$ cat src/design/tspr_pkg.sv
package tspr_pkg;

  localparam int VRAM_DEPTH = 16384;
  localparam int VRAM_AW    = 14;
  localparam int PAL_DEPTH  = 64;
  localparam int PAL_AW     = 6;

  localparam int DEF_OBJ_SLOTS      = 40;
  localparam int DEF_SCREEN_COLUMNS = 160;
  localparam int DEF_SCREEN_LINES   = 144;

  localparam logic [7:0] LCDC_RESET = 8'h91;

  typedef enum logic [2:0] {
    FN_VRAM = 3'd0,
    FN_BGPAL = 3'd1,
    FN_OBJPAL = 3'd2,
    FN_OAM = 3'd3,
    FN_RENDER = 3'd4
  } func_t;

  typedef enum logic [2:0] {
    CFG_LCDC = 3'd0,
    CFG_SCY = 3'd1,
    CFG_SCX = 3'd2,
    CFG_WY = 3'd3,
    CFG_WX = 3'd4
  } cfg_idx_t;

  localparam logic [1:0] SRC_NONE = 2'd0;
  localparam logic [1:0] SRC_BG   = 2'd1;
  localparam logic [1:0] SRC_OBJ  = 2'd2;

  // queued item between front and back
  typedef struct packed {
    logic [2:0]  func;
    logic [13:0] address;
    logic [7:0]  data;
    logic [7:0]  line;
    logic [7:0]  column;
    logic        onscreen;
  } item_t;

endpackage

$ cat src/design/tspr_front.sv
module tspr_front
  import tspr_pkg::*;
#(
  parameter int SCREEN_COLUMNS = DEF_SCREEN_COLUMNS,
  parameter int SCREEN_LINES   = DEF_SCREEN_LINES
) (
  input  logic        clk,
  input  logic        rst_n,
  input  logic        start,
  output logic        busy,
  input  logic [2:0]  in_func,
  input  logic [13:0] in_address,
  input  logic [7:0]  in_data,
  input  logic [7:0]  in_line,
  input  logic [7:0]  in_column,
  output logic        q_valid,
  output item_t       q_item,
  input  logic        q_pop
);

  localparam int QD = 2;

  item_t      mem_r [QD];
  logic       wp_r, rp_r;
  logic [1:0] cnt_r;
  item_t      it;
  logic       push;

  assign busy    = (cnt_r == 2'(QD));
  assign push    = start && !busy;
  assign q_valid = (cnt_r != 2'd0);
  assign q_item  = mem_r[rp_r];

  always_comb begin
    it.func     = in_func;
    it.address  = in_address;
    it.data     = in_data;
    it.line     = in_line;
    it.column   = in_column;
    it.onscreen = (9'(in_line) < 9'(SCREEN_LINES)) && (9'(in_column) < 9'(SCREEN_COLUMNS));
  end

  always_ff @(posedge clk) begin
    if (push) mem_r[wp_r] <= it;
  end

  always_ff @(posedge clk) begin
    if (!rst_n) begin
      wp_r <= 1'b0;
      rp_r <= 1'b0;
      cnt_r <= 2'd0;
    end else begin
      if (push) wp_r <= !wp_r;
      if (q_pop) rp_r <= !rp_r;
      cnt_r <= cnt_r + 2'(push) - 2'(q_pop);
    end
  end

endmodule

$ cat config.mk
export PLATFORM = sky130hd
export DESIGN_NAME = tspr_front
export DESIGN_NICKNAME = d
export VERILOG_FILES = /design/src/design/tspr_pkg.sv /design/src/design/tspr_front.sv
export SDC_FILE = /design/constraint.sdc
export NUM_CORES = 1
export LEC_CHECK = 0
export ABC_AREA = 0
export BUFFER_PORTS_ARGS = -buffer_cell sky130_fd_sc_hd__clkbuf_2
export CAP_MARGIN = 20
export CORE_ASPECT_RATIO = 0.6
export CORE_MARGIN = 4
export CORE_UTILIZATION = 25
export CTS_CLUSTER_DIAMETER = 80
export CTS_CLUSTER_SIZE = 30
export DETAILED_ROUTE_END_ITERATION = 6
export HOLD_SLACK_MARGIN = 0.06
export PLACE_DENSITY = 0.42
export SLEW_MARGIN = 20
export SYNTH_ARGS = -nofsm -noshare
export SYNTH_HDL_FRONTEND = slang
export SYNTH_SLANG_ARGS = --single-unit
$ cat constraint.sdc
create_clock -name clk -period 3.2 [get_ports clk]
set_clock_uncertainty 0.2 [all_clocks]
set_input_delay 0.16 -clock clk [delete_from_list [all_inputs] [get_ports clk]]
set_output_delay 0.16 -clock clk [all_outputs]
set_load 0.01 [all_outputs]
; Word-level counts from Yosys, hierarchy flattened
; Memory sizes are Yosys's and may differ from the RTL's. A register that Yosys moved wholly into a read port is not among the register bits.
; Index checks and enable logic that the tools add are counted.
[totals]
ram_bits = 84
wordCells = 19
register_bits = 4
memories = 1
[mem_list]
columns = name, depth, word_bits, read_ports, rd_clocked_by_memory_dff, write_ports, line_no
row1 = mem_r, 2, 42, 1, 1, 1, tspr_front.sv:23  ; item_t mem_r [QD];
[classes]
n_mux = 4
eq_ne = 1
n_reduce_logical = 6
magnitude_cmp = 2
add_sub_neg = 2
[op_table]
columns = operator, n
row1 = $lt A8 B8 Y1 const B, 2
row2 = $mux W1, 4
row3 = $logic_not A1 Y1, 3
row4 = $add A2 B1 Y2, 1
row5 = $eq A2 B2 Y1 const B, 1
row6 = $logic_and A1 B1 Y1, 2
row7 = $reduce_bool A2 Y1, 1
row8 = $sub A2 B1 Y2, 1

; Longest topological paths before layout
; Gate-level depths: netlist of the first run.
[logic_depth]
depth_word = 5
depth_mapped = 8

; Worst setup path after synthesis of the first run
; Ideal clock, no wire load.
[synth_path]
kind = register to register
startpoint = reg cnt_r[0]
endpoint = mem mem_r[0][0] (netlist bit), enable pin
arrival_ps = 2323
stages_incl_launch_ff = 4
setup_ps = 441
setup_slack_ps = 235
path_buffers = 0
period_less_slack_ps = 2965
required_ps = 2559
path_cell_list = dfxtp_1 > nand2b_1 > nand2_1 > nor2_1
[synth_between]
elab_chain_cells = 5
[synth_lines]
columns = element, line_no
row1 = start: declaration, tspr_front.sv:25  ; logic [1:0] cnt_r;
row2 = start signal: assignment, tspr_front.sv:55  ; cnt_r <= cnt_r + 2'(push) - 2'(q_pop);
row3 = $eq A2 B2 Y1, tspr_front.sv:29  ; assign busy = (cnt_r == 2'(QD));
row4 = $logic_not A1 Y1, tspr_front.sv:30  ; assign push = start && !busy;
row5 = $logic_and A1 B1 Y1, tspr_front.sv:30
row6 = $mux W1, tspr_front.sv:44  ; if (push) mem_r[wp_r] <= it;
row7 = $mux W1 (not written as such), tspr_front.sv:44
row8 = end: declaration, tspr_front.sv:23
; No other way between the ends.

==> impl_metrics.toml, run 1 <==
[cts]
cts_tree = "yes"
clock_sinks = 89
clk_latency_ns = 0.33
h-tree-depth = 3
clk_pin_slew_ns = 0.06
cts_root_buf = "clkbuf_16"
cts_resized = 0
clk_path_buf_depth = 2
numCtsBuffers = 9

[global_route]
grt_pass1_wl_um = 10300
antenna_found_initial = 0
grt_usage = 0.0873
grt_pass1_vias = 1945
grt_start_max_net_pins = 43
overflow = 0

[place]
dp_hpwl_um = 4370
gp_congestion = 0.644
numPortBuffers = 88
pre_cts_ws_ns = 1.19

[synth]
ys_types = 20
synth_area_per_cell_um2 = 21.8
synth_area_leaders = "edfxtp_1 72%, mux2_4 17%, dfxtp_1 2.9%, buf_12 2.3%, ha_1 0.72%"
seq_area_frac_synth = 0.753
synth_top_area_frac = 0.724
ys_async_sr_fraction = 0
synth_edf_count = 84
yosysTopAreaCell = "edfxtp_1"
syn-instance-count = 160
synthFlopType = "edfxtp_1"
yosysMostFrequentCell = "edfxtp_1"
synth_seq_cells = 89
synth.yosys.warnings = 0
syn_nets = 207
yosys-top-cells-count = "84 x edfxtp_1, 40 x mux2_4, 5 x dfxtp_1, 4 x buf_12, 4 x nor2_1"
netlist_area_um2 = 3480

[worst_setup_path]
r2r_slack_ns = 1.22
end_kind = "output pin"
required_ns = 2.84
cp_num_cells = 3
path_max_fanout = 25
path_cells = "buf_12 -> mux2_2 -> clkbuf_2"
cp_slowest_cell = "dfxtp_2"
cpPeakStageDelay_ns = 0.76
rr_worst_depth = 4
start_kind = "flop"
critical_path_class = "flop to output pin"
cp_top_family = "flip-flops"
critPathBufInv = 2
reg2reg_from = "cnt_r[0]"
arrival_ns = 1.88

[cells_and_area]
nFillCells = 1323
final_core_util = 0.356
synthToLayoutAreaGrowth_pct = 39.5
drive_above_1_share = 0.489
fin_nets = 348
multi_input_area_um2 = 768
diodes = 0
register_area_um2 = 2620

[timing]
timing.fmax_mhz = 446
slew_headroom = 0.551
worstMarginPinSlew_ns = 0.672
grt_setup_unrepaired = "false"
finalSetupTns_ns = 0
finalCritPeriodShare = 0.701
setup_viol = 0
holdWs_ns = 0.314
period_minus_slack_ns = 2.24
drv_slew = 0
setup_slack_ns = 0.957
hold_viol = 0

[detailed_routing]
routed_wl_um = 6670
dr_wl_met3_um = 514
dr.pass1.iters = 2
drc = 0
final_antenna_net_count = 0
route.met2.wl_um = 2890
wl_met1_um = 3200
vias = 1861
wl_per_cell_um = 13.4
vias_per_cell = 3.74
topRoutingLayerUsed = "met4"
drt-initial-drc-count = 48

[power_and_ir_drop]
power.leakage_nw = 1.93
p_total_mw = 2.94
ir_drop_mv = 0.233
powerDensity_nw_per_um2 = 606

[floorplanning]
die-area_um2 = 16000
start_util = 0.255
pin_count = 89
die_h_um = 99.5
dieWidth_um = 160
coreArea_um2 = 13700
rows = 33

[run_status]
status = "finished clean"

[worst_hold_path]
min-delay-start = "rp_r"
hold_depth = 2
hp-class = "flop to flop"

[run]
maxCapViolations = 0
==> path summary, 6_finish.rpt <==
kind / to
worst max register to register: mem_r[0][32]
worst min register to register: flop
worst max-delay path: q_item[39]
worst min-delay path: flop
==> tightest hold or removal path, stage by stage, from the launching register on <==
cell and delay [ns]:
dfxtp_1 0.32, xnor2_1 0.09, nor2_1 0.08
==> repair_timing <==
item                      CTS  global route
hold endpoints to repair   87             0
setup buffers               0             0
hold buffers               44             0
==> registers in the layout, summed over array words and instances, names as in the netlist, named ones only <==
name and flops:
mem_r 84, cnt_r 2, rp_r 1, wp_r 1
==> per-stage QoR <==
step                area [µm²]  cells
floorplan                 3480    160
global placement          4140    438
detailed placement        4140    438
CTS                       4860    497
global route              4860    497
finish                    4860    497
==> cells in the final DEF (no fill, tap or decap), types with 2 or more instances in the layout <==
| cell type | instances |
|---|---|
| dlygate4sd3_1 | 44 |
| edfxtp_1 | 84 |
| mux2_2 | 2 |
| clkbuf_16 | 9 |
| clkinv_2 | 2 |
| dfxtp_1 | 4 |
| and2_1 | 3 |
| nor2_1 | 3 |
| buf_12 | 3 |
| inv_1 | 3 |
| nand2b_1 | 2 |
| clkbuf_2 | 88 |
| clkinv_1 | 2 |
| nand2_1 | 2 |
| mux2_4 | 40 |
| ha_1 | 2 |
==> cell families (layout without fill, tap and decap cells) <==
| family | after synthesis | in the layout | share of synthesized area |
|---|---|---|---|
| buffers and inverters | 8 | 153 | 0.0294 |
| multiplexers | 43 | 43 | 0.182 |
| AO/OA/AOI/OAI | 2 | 2 | 0.00359 |
| XOR/XNOR | 2 | 2 | 0.00503 |
| adder cells (fa/ha/maj) | 2 | 2 | 0.00718 |
| flip-flops | 89 | 89 | 0.753 |
| AND/OR/NAND/NOR | 14 | 14 | 0.0205 |
==> per-layer routing <==
metal  track usage  up-vias
met5             0        -
met4        0.0297        0
met3        0.0435        7
met2         0.130       69
met1         0.111      892
li1              -      893
==> power breakdown <==
group | switching [mW] | total, mW | leakage [nW] | internal (mW)
clock | 0.385 | 0.977 | 0.137 | 0.592
sequential | 0.0438 | 1.46 | 0.825 | 1.42
combinational | 0.237 | 0.506 | 0.973 | 0.269
total | 0.666 | 2.94 | 1.93 | 2.28
==> layout make-up <==
| class | instances | share of cell area |
|---|---|---|
| Inverter | 3 | 0.00232 |
| Sequential cell | 89 | 0.540 |
| Timing Repair Buffer | 135 | 0.194 |
| Multi-Input combinational cell | 63 | 0.158 |
| Clock inverter | 5 | 0.00978 |
| Tap cell | 192 | 0.0494 |
| Clock buffer | 10 | 0.0471 |
Note: power is estimated with default switching activity, not from simulation.
==> run 2, diff against run 1 <==
Settings changed: PLACE_DENSITY 0.42 to 0.41.
Clock period 3.2 ns to 2.3 ns, I/O delays scaled along.
==> impl_metrics.toml, run 2 (synthesized netlist as in run 1, its figures left out) <==
[floorplanning]
die_h_um = 99.5
dieWidth_um = 160
coreArea_um2 = 13700
pin_count = 89
rows = 33
start_util = 0.255
die-area_um2 = 16000

[worst_setup_path]
critPathBufInv = 2
path_cells = "buf_12 -> mux2_4 -> clkbuf_2"
start_kind = "flop"
r2r_slack_ns = 0.45
end_kind = "output pin"
rr_worst_depth = 8
arrival_ns = 1.65
cp_slowest_cell = "dfxtp_2"
critical_path_class = "flop to output pin"
path_max_fanout = 19
reg2reg_from = "cnt_r[0]"
cp_top_family = "flip-flops"
critPathCapture = "q_item[25]"
rr_endpoint = "cnt_r[1]"
cp_num_cells = 3
cpPeakStageDelay_ns = 0.59
required_ns = 1.99

[run_status]
status = "finished clean"

[timing]
finalCritPeriodShare = 0.856
timing.fmax_mhz = 508
finalSetupTns_ns = 0
setup_viol = 0
drv_slew = 0
hold_viol = 0
grt_setup_unrepaired = "false"
period_minus_slack_ns = 1.97
worstMarginPinSlew_ns = 0.420
slew_headroom = 0.720

[global_route]
antenna_found_initial = 0
grt_pass1_wl_um = 10800
grt_pass1_vias = 2001
overflow = 0
grt_usage = 0.0905
grt_start_max_net_pins = 43

[cts]
clk_path_buf_depth = 2
numCtsBuffers = 9
clk_latency_ns = 0.33
clk_pin_slew_ns = 0.06
h-tree-depth = 3
cts_tree = "yes"
clock_sinks = 89
cts_root_buf = "clkbuf_16"
cts_resized = 0

[power_and_ir_drop]
power.leakage_nw = 1.95
powerDensity_nw_per_um2 = 869
ir_drop_mv = 0.303

[cells_and_area]
regMostFlops = "mem_r"
nFillCells = 1300
final_core_util = 0.360
fin_nets = 349
register_area_um2 = 2620
synthToLayoutAreaGrowth_pct = 41.1
layout_common_cells = "88 x clkbuf_2, 84 x edfxtp_1, 44 x dlygate4sd3_1"
largest_reg_flops = 84
drive_above_1_share = 0.492
diodes = 0
multi_input_area_um2 = 768
top_regs = "mem_r: 84 flops, cnt_r: 2 flops"
final_common_cell = "clkbuf_2"

[detailed_routing]
dr.pass1.iters = 4
drc = 0
drt-initial-drc-count = 67
wl_per_cell_um = 13.8
vias = 1872
routed_wl_um = 6880
vias_per_cell = 3.75
final_antenna_net_count = 0

[worst_hold_path]
hp-class = "primary input to flop"

[place]
gp_congestion = 0.651
numPortBuffers = 88

[run]
maxCapViolations = 0
[run 2: layer usage]
metal | GRT usage | wire length (µm)
met5 | 0 | 0
met4 | 0.0278 | 82
met3 | 0.0489 | 608
met2 | 0.131 | 2900
met1 | 0.117 | 3290
[run 2: final cells by class]
cell class / instances / area share
sequential: 89 / 0.534
timing repair buffer: 136 / 0.195
multi-input combinational: 63 / 0.156
tap: 192 / 0.0489
clock buffer: 11 / 0.0473
clock inverter: 5 / 0.0163
inverter: 3 / 0.00229
[run 2: what timing repair did]
action / 4_1_cts / 5_1_grt
buffers inserted: 0 / 0
hold endpoints to repair: 89 / 0
hold buffers: 44 / 0
[run 2: worst min path at each step]
stage | cells past startpoint | to | from | slack [ns]
3_3_place_gp | 1 | mem_r[1][3] | in_column[2] | 0.10
4_1_cts | 2 | mem_r[1][4] | in_column[3] | 0.29
5_1_grt | 2 | mem_r[0][23] | in_data[6] | 0.30
2_1_floorplan | 0 | mem_r[0][10] | in_line[1] | 0.01
6_report | 2 | mem_r[0][4] | in_column[3] | 0.30
3_5_place_dp | 1 | mem_r[0][4] | in_column[3] | 0.11
[run 2: metrics by stage]
stage	worst slack [ns]	area [µm²]	total power, mW	hold WS (ns)	std cells
after global placement	0.514	4160	2.74	0.104	439
after global routing	0.247	4920	4.49	0.296	499
final	0.332	4920	4.28	0.305	499
after floorplan	0.0306	3490	2.48	0.0139	160
after detailed placement	0.451	4160	2.75	0.108	439
after CTS	0.279	4920	4.36	0.289	499
[run 2: where the power goes]
group	switching, mW	internal [mW]
combinational	0.344	0.381
sequential	0.0537	1.97
clock	0.574	0.950
total	0.972	3.30
==> run 3, diff against run 2 <==
Clock period 2.3 ns to 2.4 ns, I/O delays scaled along.
==> impl_metrics.toml, run 3 (synthesized netlist as in run 1, its figures left out) <==
[run_status]
status = "finished clean"

[power_and_ir_drop]
power_switching_share = 0.246
powerDensity_nw_per_um2 = 807
p_int_mw = 2.96
power_frac_clock = 0.328
combinationalPowerShare = 0.180
p_switching_mw = 0.966
power.leakage_nw = 1.94
pwr-share-seq = 0.492
ir_drop_mv = 0.336

[cts]
clk_path_buf_depth = 2
cts_root_buf = "clkbuf_16"
cts_tree = "yes"
clk_pin_slew_ns = 0.07
numCtsBuffers = 9
clk_latency_ns = 0.33
post_cts_buffers = 0
cts-hold-fix-buffers = 44
h-tree-depth = 3
cts_resized = 0
clock_sinks = 89

[detailed_routing]
vias_per_cell = 3.79
drc = 0
drt-initial-drc-count = 71
final_antenna_net_count = 0
wl_per_cell_um = 14.3
dr.pass1.iters = 4
routed_wl_um = 7130
vias = 1892

[floorplanning]
pin_count = 89
die-area_um2 = 16000
coreArea_um2 = 13700
rows = 33
die_h_um = 99.5
start_util = 0.255
dieWidth_um = 160

[worst_setup_path]
path_cells = "nand2b_1 -> nand2_1 -> ha_1 -> inv_1 -> ha_1 -> xor2_1 -> and2_1 -> nor3_1"
start_kind = "flop"
arrival_ns = 1.92
rr_worst_depth = 8
end_kind = "flop"
cp_slowest_cell = "dfxtp_1"
cp_num_cells = 8
critPathBufInv = 1
critical_path_class = "flop to flop"
required_ns = 2.45
cpPeakStageDelay_ns = 0.34
cp_top_family = "simple AND/OR/NAND/NOR gates"
timing.critical_path.mode_cell = "ha_1"
path_max_fanout = 3

[timing]
finalCritPeriodShare = 0.780
timing.fmax_mhz = 534
hold_viol = 0
slew_headroom = 0.653
drv_slew = 0
setup_slack_ns = 0.527
worstMarginPinSlew_ns = 0.521
period_minus_slack_ns = 1.87
grt_setup_unrepaired = "false"
setup_viol = 0
finalSetupTns_ns = 0

[global_route]
grt_pass1_vias = 2066
grt_start_max_net_pins = 43
grt_pass1_wl_um = 11300
antenna_found_initial = 0
overflow = 0
grt_usage = 0.0951

[place]
dp_hpwl_um = 4750
gp_congestion = 0.668
pre_cts_ws_ns = 0.502
numPortBuffers = 88
placed_area_um2 = 4150
dp.cells = 439

[cells_and_area]
layout_common_cells = "88 x clkbuf_2, 84 x edfxtp_1, 44 x dlygate4sd3_1"
multi_input_area_um2 = 768
regMostFlops = "mem_r"
drive_above_1_share = 0.498
synthToLayoutAreaGrowth_pct = 39.7
fin_cells = 499
fin_nets = 349
nFillCells = 1323
largest_reg_flops = 84
diodes = 0
register_area_um2 = 2620
top_regs = "mem_r: 84 flops, cnt_r: 2 flops"
final_common_cell = "clkbuf_2"
final_cell_area_um2 = 4870

[run]
maxCapViolations = 0

[worst_hold_path]
hp-class = "primary input to flop"
hold_depth = 2
## run 3: cell types whose count changed in the layout (fill, tap and decap cells not counted)
cell / change
inv_6: +4
clkinv_2: +1
buf_4: +1
clkbuf_1: -2
clkinv_4: -1
bufinv_16: -2
buf_12: -1
## run 3: power groups by stage
stage / registers, mW / logic [mW] / clock network (mW)
2_1_floorplan: 1.96 / 0.414 / 0
3_3_place_gp: 1.96 / 0.668 / 0
3_5_place_dp: 1.97 / 0.667 / 0
4_1_cts: 1.93 / 0.729 / 1.34
5_1_grt: 1.95 / 0.772 / 1.40
6_report: 1.93 / 0.706 / 1.29
## run 3: final cells by class
class / count / area share
inverters: 3 / 0.00231
clock inverters: 7 / 0.0105
clock buffers: 9 / 0.0463
multi-input cells: 63 / 0.158
flip-flops and latches: 89 / 0.539
well taps: 192 / 0.0493
repair buffers: 136 / 0.195
## run 3: through the flow
step	total power, mW	util	hold slack [ns]
after floorplan	2.37	-	0.0189
after global placement	2.63	0.304	0.114
after detailed placement	2.64	0.304	0.113
after CTS	4.00	0.356	0.288
after global routing	4.12	0.356	0.304
final	3.93	0.356	0.304
## run 3: worst register-to-register path: cells and delay by family, from the launching register on
family / cells / cell delay (ns)
flops: 1 / 0.34
fa+ha+maj: 2 / 0.47
buf+inv: 1 / 0.04
simple gates: 4 / 0.58
xor+xnor: 1 / 0.15
## run 3: path summary, 6_finish.rpt
path	from	to	slack [ns]
max reg2reg	cnt_r[0]	cnt_r[1]	0.53
max	cnt_r[0]	cnt_r[1]	0.53
min	in_func[2]	mem_r[1][41]	0.30
min reg2reg	rp_r	flop	0.30
## run 3: metal layers
layer / global-route usage / wire length [µm] / vias up
li1: - / - / 903
met1: 0.130 / 3620 / 909
met2: 0.135 / 2850 / 71
met3: 0.0472 / 596 / 9
met4: 0.0238 / 74 / 0
met5: 0 / 0 / -
